### src/design/hpd_pkg.sv
`timescale 1ns / 1ps
package hpd_pkg;

  localparam int FULL_SCALE_MV = 3300;
  localparam int MV_W          = 16;
  localparam int TICK_W        = 8;
  localparam int PROD_W        = MV_W + TICK_W;
  localparam int FS_LOG        = $clog2(FULL_SCALE_MV);
  localparam int DIV_SH        = PROD_W + FS_LOG;
  localparam int RECIP_W       = PROD_W + 1;
  localparam logic [63:0] RECIP_FULL =
    ((64'd1 << DIV_SH) + 64'(FULL_SCALE_MV) - 64'd1) / 64'(FULL_SCALE_MV);
  localparam logic [RECIP_W-1:0] RECIP = RECIP_FULL[RECIP_W-1:0];

  localparam int QDEPTH = 4;
  localparam int QAW    = $clog2(QDEPTH);

  localparam logic CMD_TICK  = 1'b0;
  localparam logic CMD_DRIVE = 1'b1;

  localparam int REG_PERIOD = 0;
  localparam int REG_DEAD   = 1;

  localparam logic [TICK_W-1:0] PERIOD_RST = 8'd100;
  localparam logic [TICK_W-1:0] DEAD_RST   = 8'd100;

  typedef struct packed {
    logic              cmd;
    logic              dir;
    logic [TICK_W-1:0] duty;
  } hpd_item_t;

  typedef struct packed {
    logic              braking;
    logic              reverse_dir;
    logic [TICK_W-1:0] duty_now;
    logic              pwm_level;
    logic              bridge_in2;
    logic              bridge_in1;
  } hpd_result_t;

endpackage

### src/design/hbridge_pwm_drive.sv
`timescale 1ns / 1ps
// Path: product, scaled quotient, queue and output registers, in that order.
// Throughput: one transaction per cycle while out_tready takes each result,
// set by the single-issue back end.
// Reset: synchronous, active low; clears the bridge state, empties the queue and
// sets both period and dead time to 100 ticks.
module hbridge_pwm_drive (
  input  logic        clk,
  input  logic        rst_n,
  input  logic        in_tvalid,
  output logic        in_tready,
  input  logic [15:0] in_tdata,   // [15:0] command_mv
  input  logic        in_tuser,   // [0] cmd
  output logic        out_tvalid,
  input  logic        out_tready,
  output logic [15:0] out_tdata,  // [0] bridge_in1, [1] bridge_in2, [2] pwm_level,
                                  // [10:3] duty_now, [11] reverse_dir, [12] braking
  input  logic        cfg_we,
  input  logic        cfg_addr,
  input  logic [7:0]  cfg_wdata
);
  import hpd_pkg::*;

  logic [TICK_W-1:0] period_r;
  logic [TICK_W-1:0] dead_r;
  logic              push;
  logic              push_ready;
  hpd_item_t         push_item;
  logic              pop;
  logic              pop_valid;
  hpd_item_t         pop_item;
  hpd_result_t       result;

  always_ff @(posedge clk) begin
    if (!rst_n) begin
      period_r <= PERIOD_RST;
      dead_r   <= DEAD_RST;
    end else if (cfg_we) begin
      unique case (cfg_addr)
        1'(REG_PERIOD): period_r <= cfg_wdata;
        1'(REG_DEAD):   dead_r   <= cfg_wdata;
        default: begin
        end
      endcase
    end
  end

  hpd_front u_front (
    .clk        (clk),
    .rst_n      (rst_n),
    .in_valid   (in_tvalid),
    .in_ready   (in_tready),
    .in_cmd     (in_tuser),
    .in_mv      (in_tdata),
    .period     (period_r),
    .push       (push),
    .push_ready (push_ready),
    .push_item  (push_item)
  );

  hpd_queue u_queue (
    .clk        (clk),
    .rst_n      (rst_n),
    .push       (push),
    .push_ready (push_ready),
    .push_item  (push_item),
    .pop        (pop),
    .pop_valid  (pop_valid),
    .pop_item   (pop_item)
  );

  hpd_back u_back (
    .clk        (clk),
    .rst_n      (rst_n),
    .item_valid (pop_valid),
    .pop        (pop),
    .item       (pop_item),
    .period     (period_r),
    .dead       (dead_r),
    .out_valid  (out_tvalid),
    .out_ready  (out_tready),
    .out_result (result)
  );

  assign out_tdata = {3'b000, result};

endmodule

### src/design/hpd_front.sv
`timescale 1ns / 1ps
module hpd_front (
  input  logic                      clk,
  input  logic                      rst_n,
  input  logic                      in_valid,
  output logic                      in_ready,
  input  logic                      in_cmd,
  input  logic [hpd_pkg::MV_W-1:0]  in_mv,
  input  logic [hpd_pkg::TICK_W-1:0] period,
  output logic                      push,
  input  logic                      push_ready,
  output hpd_pkg::hpd_item_t        push_item
);
  import hpd_pkg::*;

  logic              s1_v_r, s1_v_nxt;
  logic              s1_cmd_r;
  logic              s1_neg_r;
  logic [PROD_W-1:0] s1_prod_r;
  logic              s2_v_r, s2_v_nxt;
  logic              s2_cmd_r;
  logic              s2_neg_r;
  logic [PROD_W-1:0] s2_quot_r;

  logic [MV_W-1:0]           mag;
  logic [PROD_W+RECIP_W-1:0] scaled;
  logic [PROD_W-1:0]         quot;
  logic                      s1_adv;
  logic                      in_take;

  assign mag     = in_mv[MV_W-1] ? (~in_mv + 1'b1) : in_mv;
  assign scaled  = (PROD_W+RECIP_W)'(s1_prod_r) * (PROD_W+RECIP_W)'(RECIP);
  assign quot    = PROD_W'(scaled >> DIV_SH);

  assign push    = s2_v_r && push_ready;
  assign s1_adv  = !s2_v_r || push;
  assign in_ready = !s1_v_r || s1_adv;
  assign in_take = in_valid && in_ready;

  always_comb begin
    s1_v_nxt = s1_v_r;
    s2_v_nxt = s2_v_r;
    if (s1_adv) begin
      s2_v_nxt = s1_v_r;
    end
    if (in_ready) begin
      s1_v_nxt = in_valid;
    end
  end

  always_ff @(posedge clk) begin
    if (!rst_n) begin
      s1_v_r <= 1'b0;
      s2_v_r <= 1'b0;
    end else begin
      s1_v_r <= s1_v_nxt;
      s2_v_r <= s2_v_nxt;
    end
  end

  always_ff @(posedge clk) begin
    if (in_take) begin
      s1_cmd_r  <= in_cmd;
      s1_neg_r  <= in_mv[MV_W-1];
      s1_prod_r <= PROD_W'(mag) * PROD_W'(period);
    end
    if (s1_adv && s1_v_r) begin
      s2_cmd_r  <= s1_cmd_r;
      s2_neg_r  <= s1_neg_r;
      s2_quot_r <= quot;
    end
  end

  always_comb begin
    push_item.cmd = s2_cmd_r;
    push_item.dir = s2_neg_r && (s2_quot_r != '0);
    if (s2_quot_r > PROD_W'(period)) begin
      push_item.duty = period;
    end else begin
      push_item.duty = s2_quot_r[TICK_W-1:0];
    end
  end

endmodule

### src/design/hpd_queue.sv
`timescale 1ns / 1ps
module hpd_queue (
  input  logic               clk,
  input  logic               rst_n,
  input  logic               push,
  output logic               push_ready,
  input  hpd_pkg::hpd_item_t push_item,
  input  logic               pop,
  output logic               pop_valid,
  output hpd_pkg::hpd_item_t pop_item
);
  import hpd_pkg::*;

  hpd_item_t      mem_r [QDEPTH];
  logic [QAW-1:0] wptr_r, wptr_nxt;
  logic [QAW-1:0] rptr_r, rptr_nxt;
  logic [QAW:0]   count_r, count_nxt;

  assign pop_valid  = count_r != '0;
  assign push_ready = (count_r != (QAW+1)'(QDEPTH)) || pop;
  assign pop_item   = mem_r[rptr_r];

  always_comb begin
    wptr_nxt  = push ? wptr_r + 1'b1 : wptr_r;
    rptr_nxt  = pop ? rptr_r + 1'b1 : rptr_r;
    count_nxt = count_r;
    if (push && !pop) begin
      count_nxt = count_r + 1'b1;
    end else if (pop && !push) begin
      count_nxt = count_r - 1'b1;
    end
  end

  always_ff @(posedge clk) begin
    if (!rst_n) begin
      wptr_r  <= '0;
      rptr_r  <= '0;
      count_r <= '0;
    end else begin
      wptr_r  <= wptr_nxt;
      rptr_r  <= rptr_nxt;
      count_r <= count_nxt;
    end
  end

  always_ff @(posedge clk) begin
    if (push) begin
      mem_r[wptr_r] <= push_item;
    end
  end

endmodule

### src/design/hpd_back.sv
`timescale 1ns / 1ps
module hpd_back (
  input  logic                       clk,
  input  logic                       rst_n,
  input  logic                       item_valid,
  output logic                       pop,
  input  hpd_pkg::hpd_item_t         item,
  input  logic [hpd_pkg::TICK_W-1:0] period,
  input  logic [hpd_pkg::TICK_W-1:0] dead,
  output logic                       out_valid,
  input  logic                       out_ready,
  output hpd_pkg::hpd_result_t       out_result
);
  import hpd_pkg::*;

  logic              dir_r, dir_nxt;
  logic              drv_r, drv_nxt;
  logic [TICK_W-1:0] duty_r, duty_nxt;
  logic [TICK_W-1:0] cnt_r, cnt_nxt;
  logic [TICK_W-1:0] bcnt_r, bcnt_nxt;
  logic              brk_r, brk_nxt;
  logic [TICK_W-1:0] pduty_r, pduty_nxt;
  logic              pdir_r, pdir_nxt;
  logic              ov_r, ov_nxt;
  hpd_result_t       res_r, res_nxt;

  logic [TICK_W:0]   cnt_inc;
  logic [TICK_W-1:0] bcnt_dec;
  logic [TICK_W-1:0] duty_clamp;
  logic              live;

  assign pop        = item_valid && (!ov_r || out_ready);
  assign out_valid  = ov_r;
  assign out_result = res_r;
  assign cnt_inc    = {1'b0, cnt_r} + 1'b1;
  assign bcnt_dec   = (bcnt_r != '0) ? bcnt_r - 1'b1 : bcnt_r;

  always_comb begin
    dir_nxt   = dir_r;
    drv_nxt   = drv_r;
    duty_nxt  = duty_r;
    cnt_nxt   = cnt_r;
    bcnt_nxt  = bcnt_r;
    brk_nxt   = brk_r;
    pduty_nxt = pduty_r;
    pdir_nxt  = pdir_r;
    if (pop) begin
      unique case (item.cmd)
        CMD_DRIVE: begin
          if (brk_r) begin
            pduty_nxt = item.duty;
            pdir_nxt  = item.dir;
          end else if ((item.dir != dir_r) && (dead != '0)) begin
            pduty_nxt = item.duty;
            pdir_nxt  = item.dir;
            bcnt_nxt  = dead;
            brk_nxt   = 1'b1;
          end else begin
            dir_nxt  = item.dir;
            duty_nxt = item.duty;
            drv_nxt  = 1'b1;
            brk_nxt  = 1'b0;
            bcnt_nxt = '0;
          end
        end
        CMD_TICK: begin
          cnt_nxt = (cnt_inc >= {1'b0, period}) ? '0 : cnt_inc[TICK_W-1:0];
          if (brk_r) begin
            if (bcnt_dec == '0) begin
              dir_nxt  = pdir_r;
              duty_nxt = pduty_r;
              drv_nxt  = 1'b1;
              brk_nxt  = 1'b0;
              bcnt_nxt = '0;
            end else begin
              bcnt_nxt = bcnt_dec;
            end
          end
        end
        default: begin
        end
      endcase
    end
  end

  always_comb begin
    duty_clamp = (duty_nxt > period) ? period : duty_nxt;
    live       = drv_nxt && !brk_nxt;
    res_nxt.bridge_in1  = live && !dir_nxt;
    res_nxt.bridge_in2  = live && dir_nxt;
    res_nxt.pwm_level   = live && (cnt_nxt < duty_clamp);
    res_nxt.duty_now    = duty_clamp;
    res_nxt.reverse_dir = dir_nxt;
    res_nxt.braking     = brk_nxt;
    ov_nxt = ov_r;
    if (pop) begin
      ov_nxt = 1'b1;
    end else if (out_ready) begin
      ov_nxt = 1'b0;
    end
  end

  always_ff @(posedge clk) begin
    if (!rst_n) begin
      dir_r   <= 1'b0;
      drv_r   <= 1'b0;
      duty_r  <= '0;
      cnt_r   <= '0;
      bcnt_r  <= '0;
      brk_r   <= 1'b0;
      pduty_r <= '0;
      pdir_r  <= 1'b0;
      ov_r    <= 1'b0;
    end else begin
      dir_r   <= dir_nxt;
      drv_r   <= drv_nxt;
      duty_r  <= duty_nxt;
      cnt_r   <= cnt_nxt;
      bcnt_r  <= bcnt_nxt;
      brk_r   <= brk_nxt;
      pduty_r <= pduty_nxt;
      pdir_r  <= pdir_nxt;
      ov_r    <= ov_nxt;
    end
  end

  always_ff @(posedge clk) begin
    if (pop) begin
      res_r <= res_nxt;
    end
  end

endmodule
### config.mk
export PLATFORM = sky130hd
export DESIGN_NAME = hbridge_pwm_drive
export DESIGN_NICKNAME = d
export VERILOG_FILES = /design/src/design/hpd_pkg.sv /design/src/design/hbridge_pwm_drive.sv /design/src/design/hpd_front.sv /design/src/design/hpd_queue.sv /design/src/design/hpd_back.sv
export SDC_FILE = /design/constraint.sdc
export NUM_CORES = 1
export LEC_CHECK = 0
export ABC_AREA = 1
export BUFFER_PORTS_ARGS = -buffer_cell sky130_fd_sc_hd__buf_2
export CORE_UTILIZATION = 40
export CTS_BUF_LIST = sky130_fd_sc_hd__clkbuf_8 sky130_fd_sc_hd__clkbuf_16
export CTS_CLUSTER_SIZE = 12
export DETAILED_ROUTE_END_ITERATION = 10
export GPL_TIMING_DRIVEN = 1
export SLEW_MARGIN = 20
export SYNTH_ARGS = -nofsm -noshare
export SYNTH_HDL_FRONTEND = slang
export SYNTH_SLANG_ARGS = --single-unit
### constraint.sdc
create_clock -name clk -period 9 [get_ports clk]
set_input_delay 0.45 -clock clk [delete_from_list [all_inputs] [get_ports clk]]
set_output_delay 0.45 -clock clk [all_outputs]
set_load 0.05 [all_outputs]
Word level (Yosys, flattened, before mapping)
Memories as Yosys holds them, arrays and structs flattened. A register that Yosys moved wholly into a read port is not among the register bits.
Index checks and enable logic that the tools add are counted.
{ "word_totals": {"ff_bits": 116, "ram_bits": 40, "input_bits": 31, "output_inout_bits": 18, "elab_cells": 132, "memories": 1} }
{ "classes": {"add_sub_neg": 7, "n_mul": 2, "n_lt_le_gt_ge": 4, "n_eq_ne": 4, "n_mux": 48, "bitwise_logic": 3, "n_reduce_logical": 35} }
{ "memory_table": {"columns": ["name", "words", "width", "read_ports", "rd_ports_with_merged_regs", "wr", "line_no", "source"], "rows": [
  ["u_queue.mem_r", 4, 10, 1, 1, 1, "hpd_queue.sv:14", "hpd_item_t mem_r [QDEPTH];"]
]} }
{ "op_table": {"columns": ["op", "count"], "rows": [
  ["8-bit 2-to-1 mux", 17],
  ["24-bit by 23-bit multiplier with 47-bit output, second input constant", 1],
  ["8-bit one-hot mux with 2 select lines", 2],
  ["16-bit by 8-bit multiplier with 24-bit output", 1],
  ["24-bit nonzero test", 1],
  ["1-bit 2-to-1 mux", 21],
  ["16-bit by 1-bit adder with 16-bit output, second input constant", 1],
  ["16-bit 2-to-1 mux", 1],
  ["16-bit inverter", 1],
  ["8-bit nonzero test", 2],
  ["13-bit by 8-bit greater-than comparator with 1-bit output", 1],
  ["1-bit logical AND", 12],
  ["8-bit by 1-bit adder with 9-bit output, second input constant", 1],
  ["9-bit by 8-bit greater-or-equal comparator with 1-bit output", 1],
  ["8-bit greater-than comparator", 1],
  ["8-bit zero test", 1],
  ["8-bit less-than comparator", 1],
  ["8-bit by 1-bit subtractor with 8-bit output, second input constant", 1],
  ["1-bit zero test", 7],
  ["3-bit 2-to-1 mux", 2],
  ["1-bit one-hot mux with 2 select lines", 3],
  ["3-bit AND reduction", 2],
  ["2-bit nonzero test", 3],
  ["2-bit by 1-bit adder with 2-bit output, second input constant", 2],
  ["11 further kinds", 17]
]} }

Longest topological paths before layout
{ "logic_depth": {"ltp_word": 11, "depth_mapped": 35} }

By module
From an unflattened synthesis, not the netlist that was laid out.
{ "hier_totals": {"cells_unflattened": 2755, "hier_area_um2": 21585.7} }
{ "by_module_without_submodules": {"columns": ["module", "instances", "cells_per_inst", "area_per_inst_um2", "seq_area_each_um2"], "rows": [
  ["hpd_front", 1, 2035, 15642.5, 1271.2],
  ["hpd_back", 1, 478, 3368.2, 1131.1],
  ["hpd_queue", 1, 156, 1940.6, 1381.3],
  ["hbridge_pwm_drive", 1, 86, 634.4, 320.3]
]} }

Worst setup path after synthesis
No wires, ideal clock.
{ "synth_path": {"path_kind": "input to register", "from": "input in_tdata[0]", "to": "register u_front.s1_prod_r[23] (data pin)", "setup_time_ps": 265, "arrival_ps": 5594, "t_required_ps": 8735, "setup_slack_ps": 3141, "stages": 31, "path_cell_list": "clkbuf_1 -> inv_1 -> ha_1 -> inv_1 -> nor2_1 -> inv_1 -> nor3_1 -> inv_1 -> nor3_1 -> inv_1 -> nor3_2 -> a31oi_1 -> xor2_1 -> nor2_1 -> fa_1 -> fa_1 -> fa_1 -> inv_1 -> fa_1 -> inv_1 -> ha_1 -> nand2_1 -> nor2_1 -> nand2_1 -> o211ai_1 -> a21oi_1 -> inv_1 -> a31oi_1 -> o21a_1 -> o21ai_0 -> xor2_1"} }
{ "synth_via": {"elab_chain_len": 4} }
{ "synth_rtl": {"columns": ["element", "line_no", "source"], "rows": [
  ["start: declaration", "hbridge_pwm_drive.sv:12", "input logic [15:0] in_tdata,"],
  ["16-bit inverter", "hpd_front.sv:31", "assign mag = in_mv[MV_W-1] ? (~in_mv + 1'b1) : in_mv;"],
  ["16-bit by 1-bit adder with 16-bit output", "hpd_front.sv:31", null],
  ["16-bit 2-to-1 mux (*)", "hpd_front.sv:31", null],
  ["16-bit by 8-bit multiplier with 24-bit output (*)", "hpd_front.sv:65", "s1_prod_r <= PROD_W'(mag) * PROD_W'(period);"],
  ["end signal: assignment", "hpd_front.sv:65", null],
  ["end: declaration", "hpd_front.sv:19", "logic [PROD_W-1:0] s1_prod_r;"]
]} }
Every way passes the cells marked *; elsewhere a longest branch is shown, timed or not.
A chain may end at the register's enable or synchronous reset.

Worst setup path in the final report
{ "layout_path": {"from": "register u_front.s1_prod_r[10]", "to": "register u_front.s2_quot_r[11] (data pin)"} }
{ "layout_via": {"elab_chain_len": 1} }
{ "layout_rtl": {"columns": ["element", "line_no", "source"], "rows": [
  ["24-bit by 23-bit multiplier with 47-bit output", "hpd_front.sv:32", "assign scaled = (PROD_W+RECIP_W)'(s1_prod_r) * (PROD_W+RECIP_W)'(RECIP);"],
  ["named net u_front.scaled[47]", "hpd_front.sv:26", "logic [PROD_W+RECIP_W-1:0] scaled;"],
  ["end signal: assignment", "hpd_front.sv:70", "s2_quot_r <= quot;"],
  ["end: declaration", "hpd_front.sv:23", "logic [PROD_W-1:0] s2_quot_r;"]
]} }
The timed path passes the listed nets, and every way through them passes these cells.

==> results.sh <==
export IMPL_timing_clock_skew_ns=0.01578
export IMPL_maxSlewViolCount=0
export IMPL_critical_path_startpoint="u_front.s1_prod_r[10]$_DFFE_PP_"
export IMPL_maxSlewHeadroom_pct=31.33
export IMPL_total_grt_usage_pct=19.82
export IMPL_row_count=81
export IMPL_synthDistinctLibCells=60
export IMPL_drtIter0Drc=732
export IMPL_clock_insertion_delay_worst_skew_ns=0.44
export IMPL_vias=14780
export IMPL_fill_cells=4797
export IMPL_post_cts_resize_count=0
export IMPL_setup_violations=0
export IMPL_grt_antenna_before_repair=0
export IMPL_most_frequent_cells_in_the_layout="sky130_fd_sc_hd__inv_1, sky130_fd_sc_hd__ha_1, sky130_fd_sc_hd__nand2_1"
export IMPL_globalRouteMet3Util_pct=2.495
export IMPL_dieHeight_um=224.6
export IMPL_totalNegativeSetupSlack_ns=0
export IMPL_cts_buffers_inserted=17
export IMPL_synthesis_area_um2=19820
export IMPL_worstPathMaxFanout=9
export IMPL_path_class="reg -> reg"
export IMPL_postCtsHoldBufs=0
export IMPL_layout_commonest_cell="sky130_fd_sc_hd__inv_1"
export IMPL_start_util_pct=40.49
export IMPL_multi_input_comb_area_um2=13640
export IMPL_routing_usage_on_met2_pct=33.26
export IMPL_grt_max_degree=37
export IMPL_setup_crit_end_kind="flop"
export IMPL_max_clock_path_buffers=2
export IMPL_io_pin_count=49
export IMPL_drt_pass1_iter_count=5
export IMPL_fin_nets=2859
export IMPL_detail_route_wl_per_cell_um=16.10
export IMPL_cp_arrival_ns=6.42
export IMPL_postSynthCellCount=2243
export IMPL_grt_first_pass_wirelength_um=78830
export IMPL_cp_data_required_time_ns=9.18
export IMPL_cts_post_setup_buffers_inserted=0
export IMPL_seq_area_frac_synth_pct=20.71
export IMPL_yosysWarningCount=0
export IMPL_htreeDepth=4
export IMPL_layout_worst_path_cycle_share_pct=69.28
export IMPL_worst_setup_path_start_kind="flop"
export IMPL_grt_util_met1_pct=27.07
export IMPL_number_of_global_route_vias_before_repair=15400
export IMPL_tritoncts_num_sinks=158
export IMPL_wl_um=47610
export IMPL_worstReg2RegStart="u_front.s1_prod_r[10]$_DFFE_PP_"
export IMPL_yosys_area_top_type="sky130_fd_sc_hd__fa_1"
export IMPL_maxCapViolations=0
export IMPL_sequential_cell_area_um2=4104
export IMPL_max_slew_worst_pin_slew_ns=1.026
export IMPL_layout_drive_gt1_share_pct=7.112
export IMPL_grt_remaining_overflow=0
export IMPL_drc_errors=0
export IMPL_vias_per_cell=5.000
export IMPL_total_die_area_um2=50440
export IMPL_hpwlAfterDp_um=39400
export IMPL_maxClockFrequency_ghz=0.1604
export IMPL_port_buffers=45
export IMPL_area_delta_synth_final_pct=7.847
export IMPL_tritoncts="built"
export IMPL_rsz0062_at_grt="no"
export IMPL_outcome="complete, no violations"
export IMPL_postRouteAntennaNets=0
export IMPL_global_route_peak_usage_layer="met2"
export IMPL_netlist_area_leader_share_pct=23.74
export IMPL_place_gp_congestion=0.8937
export IMPL_hold_class="in -> reg"
export IMPL_period_needed_ns=6.235
export IMPL_finalHoldViolations=0
export IMPL_antennaDiodeCount=0
export IMPL_netlist_top_cells_area="sky130_fd_sc_hd__fa_1, sky130_fd_sc_hd__ha_1, sky130_fd_sc_hd__edfxtp_1"
export IMPL_syn_avg_cell_area_um2=8.836
export IMPL_hold_start="in_tuser"
export IMPL_dieWidth_um=224.6
export IMPL_cts_root_buf="sky130_fd_sc_hd__clkbuf_16"
export IMPL_core_region_area_um2=48950
export IMPL_synth_ff_latch_count=158
export IMPL_clkTransAtPathRegs_ns=0.07
-- sequential cells by signal, summed over array words and instances, names as in the netlist, 2 cells and up, named ones only --
register,count
u_back.bcnt_r,8
u_back.out_result,13
u_front.s2_quot_r,13
period_r,8
dead_r,8
u_front.s1_prod_r,24
u_back.duty_r,8
u_queue.wptr_r,2
u_queue.rptr_r,2
u_back.pduty_r,8
u_queue.mem_r,40
u_back.cnt_r,8
u_queue.count_r,3
-- cell usage after synthesis, drive strengths merged --
cell type / number
and2: 3
a21oi: 149
a21o: 4
a221oi: 1
a31o: 1
edfxtp: 94
clkinv: 7
xor2: 34
o211ai: 14
o22a: 1
nor2: 180
xnor2: 12
nor3: 13
and3: 2
nand4: 17
o21ai: 128
buf: 11
fa: 235
o21a: 7
or3: 2
or4: 1
dfxtp: 64
a21boi: 3
or2: 4
inv: 504
clkbuf: 22
nor4: 11
a211oi: 8
ha: 314
o221ai: 2
nand3: 45
nand2: 322
conb: 1
nor3b: 1
nand3b: 5
a31oi: 9
a32o: 7
o31ai: 4
a221o: 1
-- cell families after synthesis --
logic type / synth area share, %
xor gates and xnor gates: 2.071
AOI/OAI and AO/OA: 9.962
DFF: 20.71
and+or+nand+nor: 13.11
adders and majority gates: 43.56
buffers and inverters: 10.57
other: 0.01892
-- through the flow --
| step | setup WS (ns) | util (%) | hold WS [ns] | instances | area, um2 |
|---|---|---|---|---|---|
| 5_1_grt | 2.449 | 43.66 | 0.1922 | 2956 | 21370 |
| 3_3_place_gp | 2.699 | 42.38 | 0.4077 | 2923 | 20740 |
| 3_5_place_dp | 2.617 | 42.38 | 0.4168 | 2923 | 20740 |
| 6_report | 2.765 | 43.66 | 0.2176 | 2956 | 21370 |
| 2_1_floorplan | 3.141 | - | 0.4003 | 2245 | 19830 |
| 4_1_cts | 2.760 | 43.61 | 0.1948 | 2955 | 21350 |
-- cell type report --
cell class / instances / area share, %
timing repair buffer: 48 / 1.253
sequential: 158 / 19.20
clock buffer: 17 / 1.990
tap: 664 / 3.887
multi-input combinational: 1543 / 63.82
clock inverter: 15 / 0.8254
inverter: 511 / 9.021
-- critical path, cell delays in order, from the launching register on --
cell                       delay [ns]
sky130_fd_sc_hd__edfxtp_1        0.65
sky130_fd_sc_hd__ha_1            0.43
sky130_fd_sc_hd__inv_1           0.06
sky130_fd_sc_hd__fa_1            0.50
sky130_fd_sc_hd__inv_1           0.05
sky130_fd_sc_hd__fa_1            0.46
sky130_fd_sc_hd__fa_1            0.52
sky130_fd_sc_hd__fa_1            0.52
sky130_fd_sc_hd__fa_1            0.55
sky130_fd_sc_hd__inv_1           0.06
sky130_fd_sc_hd__fa_1            0.54
sky130_fd_sc_hd__inv_1           0.04
sky130_fd_sc_hd__ha_1            0.31
sky130_fd_sc_hd__a21oi_1         0.20
sky130_fd_sc_hd__o21ai_0         0.12
sky130_fd_sc_hd__a31o_2          0.21
sky130_fd_sc_hd__a21oi_1         0.13
sky130_fd_sc_hd__nand3_1         0.13
sky130_fd_sc_hd__nand2_1         0.09
sky130_fd_sc_hd__o211ai_1        0.12
sky130_fd_sc_hd__a21oi_1         0.19
sky130_fd_sc_hd__xor2_1          0.08
-- worst paths after layout --
path                                      to  slack, ns  cells after the start
max          u_front.s2_quot_r[11]$_DFFE_PP_       2.77                     21
min               u_front.s1_cmd_r$_DFFE_PP_       0.22                      1
max reg2reg  u_front.s2_quot_r[11]$_DFFE_PP_       2.77                     21
min reg2reg       u_front.s2_cmd_r$_DFFE_PP_       0.44                      0
-- layer usage --
| metal | part of all wire (%) | up-vias |
|---|---|---|
| met1 | 47 | 7211 |
| met2 | 48 | 267 |
| met5 | 0 | - |
| li1 | - | 7246 |
| met4 | 2.0 | 0 |
| met3 | 3.3 | 56 |
Power is not shown: default switching activity piles up to over one toggle a cycle in this logic, so the estimate is an artifact.
